### config.mk
export PLATFORM = sky130hd
export DESIGN_NAME = hrot_div
export DESIGN_NICKNAME = d
export VERILOG_FILES = /design/src/hrot_pkg.sv /design/src/hrot_div.sv
export SDC_FILE = /design/constraint.sdc
export NUM_CORES = 2
export LEC_CHECK = 0
export ABC_AREA = 1
export BUFFER_PORTS_ARGS = -buffer_cell sky130_fd_sc_hd__buf_4
export CAP_MARGIN = 40
export CORE_ASPECT_RATIO = 1.2
export CORE_UTILIZATION = 35
export DETAILED_ROUTE_END_ITERATION = 12
export GPL_ROUTABILITY_DRIVEN = 0
export HOLD_SLACK_MARGIN = 0.05
export REMOVE_ABC_BUFFERS = 1
export SYNTH_ARGS = -nofsm -noshare
export SYNTH_HDL_FRONTEND = slang
export SYNTH_SLANG_ARGS = --single-unit
export TNS_END_PERCENT = 20
### constraint.sdc
create_clock -name clk -period 3.15 [get_ports clk]
set_input_delay 0.7875 -clock clk [delete_from_list [all_inputs] [get_ports clk]]
set_output_delay 0.7875 -clock clk [all_outputs]
set_load 0.005 [all_outputs]
### src/hrot_pkg.sv
package hrot_pkg;

  localparam int CH_W     = 8;
  localparam int DEG_W    = 9;
  localparam int DEN_W    = 11;
  localparam int REM_W    = DEN_W + 1;
  localparam int LANES    = 2;
  localparam int LANE_SAT = 0;
  localparam int LANE_HUE = 1;

  localparam logic [DEG_W-1:0] DEG_TURN = DEG_W'(360);

  typedef logic [CH_W-1:0]  chan_t;
  typedef logic [DEN_W-1:0] den_t;

  typedef enum logic [2:0] {
    SEC_RED_YEL = 3'd0,
    SEC_YEL_GRN = 3'd1,
    SEC_GRN_CYN = 3'd2,
    SEC_CYN_BLU = 3'd3,
    SEC_BLU_MAG = 3'd4,
    SEC_MAG_RED = 3'd5
  } sector_t;

endpackage

### src/hrot_div.sv
module hrot_div #(
  parameter int FB = 16,
  parameter int SW = 8
) (
  input  logic                       clk,
  input  logic                       rst,
  input  logic                       en,
  input  logic                       in_valid,
  input  logic [hrot_pkg::DEN_W-1:0] num [hrot_pkg::LANES],
  input  logic [hrot_pkg::DEN_W-1:0] den [hrot_pkg::LANES],
  input  logic [SW-1:0]              side_in,
  output logic                       out_valid,
  output logic [FB:0]                quo [hrot_pkg::LANES],
  output logic [SW-1:0]              side_out
);

  localparam int STEPS = FB + 1;
  localparam int QW    = FB + 1;
  localparam int RW    = hrot_pkg::REM_W;
  localparam int DW    = hrot_pkg::DEN_W;
  localparam int NL    = hrot_pkg::LANES;

  logic [STEPS-1:0] vld;
  logic [SW-1:0]    side [STEPS];
  logic [RW-1:0]    rem  [STEPS][NL];
  logic [QW-1:0]    q    [STEPS][NL];
  logic [DW-1:0]    dn   [STEPS][NL];

  // One quotient bit per stage: restoring division, MSB first.
  for (genvar s = 0; s < STEPS; s++) begin : g_step
    logic [RW-1:0] trial  [NL];
    logic [QW-1:0] q_src  [NL];
    logic [DW-1:0] d_src  [NL];
    logic          v_src;
    logic [SW-1:0] sd_src;

    if (s == 0) begin : g_first
      always_comb begin
        for (int l = 0; l < NL; l++) begin
          trial[l] = RW'(num[l]);
          q_src[l] = '0;
          d_src[l] = den[l];
        end
        v_src  = in_valid;
        sd_src = side_in;
      end
    end else begin : g_next
      always_comb begin
        for (int l = 0; l < NL; l++) begin
          trial[l] = {rem[s-1][l][RW-2:0], 1'b0};
          q_src[l] = q[s-1][l];
          d_src[l] = dn[s-1][l];
        end
        v_src  = vld[s-1];
        sd_src = side[s-1];
      end
    end

    always_ff @(posedge clk) begin
      if (rst) begin
        vld[s] <= 1'b0;
      end else if (en) begin
        vld[s] <= v_src;
      end
    end

    always_ff @(posedge clk) begin
      if (en) begin
        side[s] <= sd_src;
        for (int l = 0; l < NL; l++) begin
          dn[s][l] <= d_src[l];
          if (trial[l] >= {1'b0, d_src[l]}) begin
            rem[s][l] <= trial[l] - {1'b0, d_src[l]};
            q[s][l]   <= {q_src[l][QW-2:0], 1'b1};
          end else begin
            rem[s][l] <= trial[l];
            q[s][l]   <= {q_src[l][QW-2:0], 1'b0};
          end
        end
      end
    end
  end

  assign out_valid = vld[STEPS-1];
  assign side_out  = side[STEPS-1];
  always_comb begin
    for (int l = 0; l < NL; l++) begin
      quo[l] = q[STEPS-1][l];
    end
  end

endmodule

==> run metrics <==
core area=roughly 180000 µm²; PortBufs=around 100; most common cell after layout, fill and taps aside=nand2_1; DR WL/cell=13.71 µm; CTS Buf Count=between 100 and 150; crit path cell chain=inv_1, fa_1, nand2_1, nand3_1, nand3_1, nand3_1, nand2_2, nand2_2, nand2_1, nand2_1; DRC Markers=0; Worst slew margin=0.4776; drt pass-1 iters=5; r2r setup slk=slightly above 700 ps; GRT Total Usage=0.1393; Die ar.=178400 µm²; I/O Pins=between 90 and 100; RSZ-0062 raised after global routing=no; most frequent cells in the layout=2177 x nand2_1, 1145 x edfxtp_1, 972 x inv_1; Worst-path clk slew=approximately 60 ps; clock share of power=0.267; Die Y=between 400 and 500 µm; top cell type's share of synthesized area=0.5561; grt total ovfl=0; sequential area share after synthesis=0.5619; first-pass GRT wire length=slightly above 200 mm; final-report setup violation count=0; final period utilization=0.7712; Yosys Warn Count=0; Comb power frac=0.334; Leakage=roughly 0.032 µW; CP Capture Type=flip-flop; worst skew pair latency=between 700 and 800 ps; Internal Power=approximately 36000 µW; Synth area leader=edfxtp_1; CTS H-Tree Depth=4; worst slack at placement=between 500 and 600 ps; number of global-route vias before repair=43447; filler instances=~17000; drt initial violations=around 2200; Slew @ Worst Pin=between 700 and 800 ps; share of cells above drive strength 1=0.07634; startpoint types=flip-flop; Clock Root Buffer=clkbuf_16; Critical Path Slowest Stage Cell=fa_1; Synth area leaders=edfxtp_1 56%, nand2_1 13%, ha_1 7.5%; Post-Syn Area=between 60000 and 70000 µm²; FMAX=around 400 MHz; status=completed; clock sinks=~1200; Post-Synthesis Cells=~6500; max-cap check violation count=0; part of the power in registers=0.399; Row Count=approximately 170; Die Span X=385.7 µm; Final ANT Viol Nets=0; Max Root-Sink Buffers=3; initial antenna violation count=1; Synth cell types=31; vias per inst=roughly 4.7; CP required=3680 ps; Max rail drop VDD=~0.41 mV; power per cell area=806.0 nW/µm²; crit path kind=reg2reg; syn_area_per_cell=roughly 9.5 µm²; largest net degree at the start of global routing=96; CP max stage delay=~500 ps; minimum clock period=~2400 ps; largest fanout on the critical path=12; post-synthesis register bit count=between 1000 and 1500; switching share of total power=0.3529; critical path's top delay family=simple AND/OR/NAND/NOR gates; DR vias=42590; Fin. Hold Viols=0; CTS tree=done; worst-case clock skew=27.48 ps; WP buf/inv=1; cts hold-fix bufs=0; fin cells=between 9000 and 10000; TNS Setup=0 ps; Slew Limit Fails=0; WL final=approximately 120 mm; Post-CTS Setup Inserts=0; placed insts=8827; Psw=19710 µW; layout overhead on the synthesized area=12.04%; Post-CTS Resized=0; Hold/Removal Path Class=in2reg; Final nets=~7100; Final WS setup=between 700 and 800 ps; Initial Util=0.3531; DPL Wire Length=approximately 94 mm; worst path arrival time=between 2000 and 3000 ps
## sequential cells by signal, indices dropped and copies added, names as in the netlist
signal / cells
side: 136
g_step.v_src: 16
rem: 352
q: 306
dn: 352
out_valid: 1
## synthesized netlist by cell type, drive strengths merged
| library cell | count |
|---|---|
| a31oi | 1 |
| xor2 | 128 |
| edfxtp | 1145 |
| buf | 105 |
| clkbuf | 40 |
| nor4 | 2 |
| ha | 372 |
| nand3 | 710 |
| nor2 | 296 |
| inv | 973 |
| nand2 | 2273 |
| a211oi | 2 |
| nor3 | 31 |
| dfxtp | 18 |
| and3 | 1 |
| o21bai | 1 |
| a21oi | 214 |
| or2 | 32 |
| o21ai | 3 |
| nand3b | 30 |
| fa | 32 |
| and2 | 32 |
| nand4 | 65 |
## final cells by class
type,count,area [µm²],share of cell area
clock buffers,161,3412,0.04925
clock inverters,79,793.3,0.01145
diodes,1,2.502,0.00003612
inverters,973,3652,0.05272
multi-input cells,4225,22380,0.3230
well taps,2295,2872,0.04145
repair buffers,171,1424,0.02055
flip-flops and latches,1163,34740,0.5015
## power groups by stage
stage          clock network, µW  logic (µW)  registers, µW
5_1_grt                    16000       21500          22500
3_5_place_dp                   0       18500          22600
3_3_place_gp                   0       18200          22500
4_1_cts                    15500       18600          22300
2_1_floorplan                  0       14400          21800
6_report                   14900       18600          22300
## layer usage
layer / global-route usage / part of all wire / vias up
met4: 0.08091 / 0.058 / 0
met5: 0 / 0 / -
met2: 0.2727 / 0.55 / 807
met1: 0.1312 / 0.36 / 19749
li1: - / - / 21622
met3: 0.02667 / 0.034 / 412
## final timing paths
path	from	endpoint	cells after the start
worst max-delay path	dn[8][11]	rem[9][22]	10
worst min-delay path	side_in[0]	side[0][0]	1
worst max register to register	dn[8][11]	rem[9][22]	10
worst min register to register	q[15][0]	q[16][1]	0
## cells by family after synthesis
kind of cell / count (synthesis) / share of synthesized area
xor+xnor: 128 / 0.01813
compound gates: 221 / 0.02001
flops: 1163 / 0.5619
simple gates: 3472 / 0.2381
fa+ha+maj: 404 / 0.08564
buf+inv: 1118 / 0.07619
## metrics by stage
step / util / hold WS (ps) / cell area, µm² / power (µW)
floorplan: - / 400.3 / 60770 / 36200
global placement: 0.3713 / 400.6 / 65010 / 40680
detailed placement: 0.3716 / 404.5 / 65070 / 41130
CTS: 0.3956 / 122.9 / 69270 / 56380
global route: 0.3956 / 139.3 / 69270 / 60050
finish: 0.3956 / 207.9 / 69280 / 55840
No activity file was read; power rests on OpenSTA's default activity.
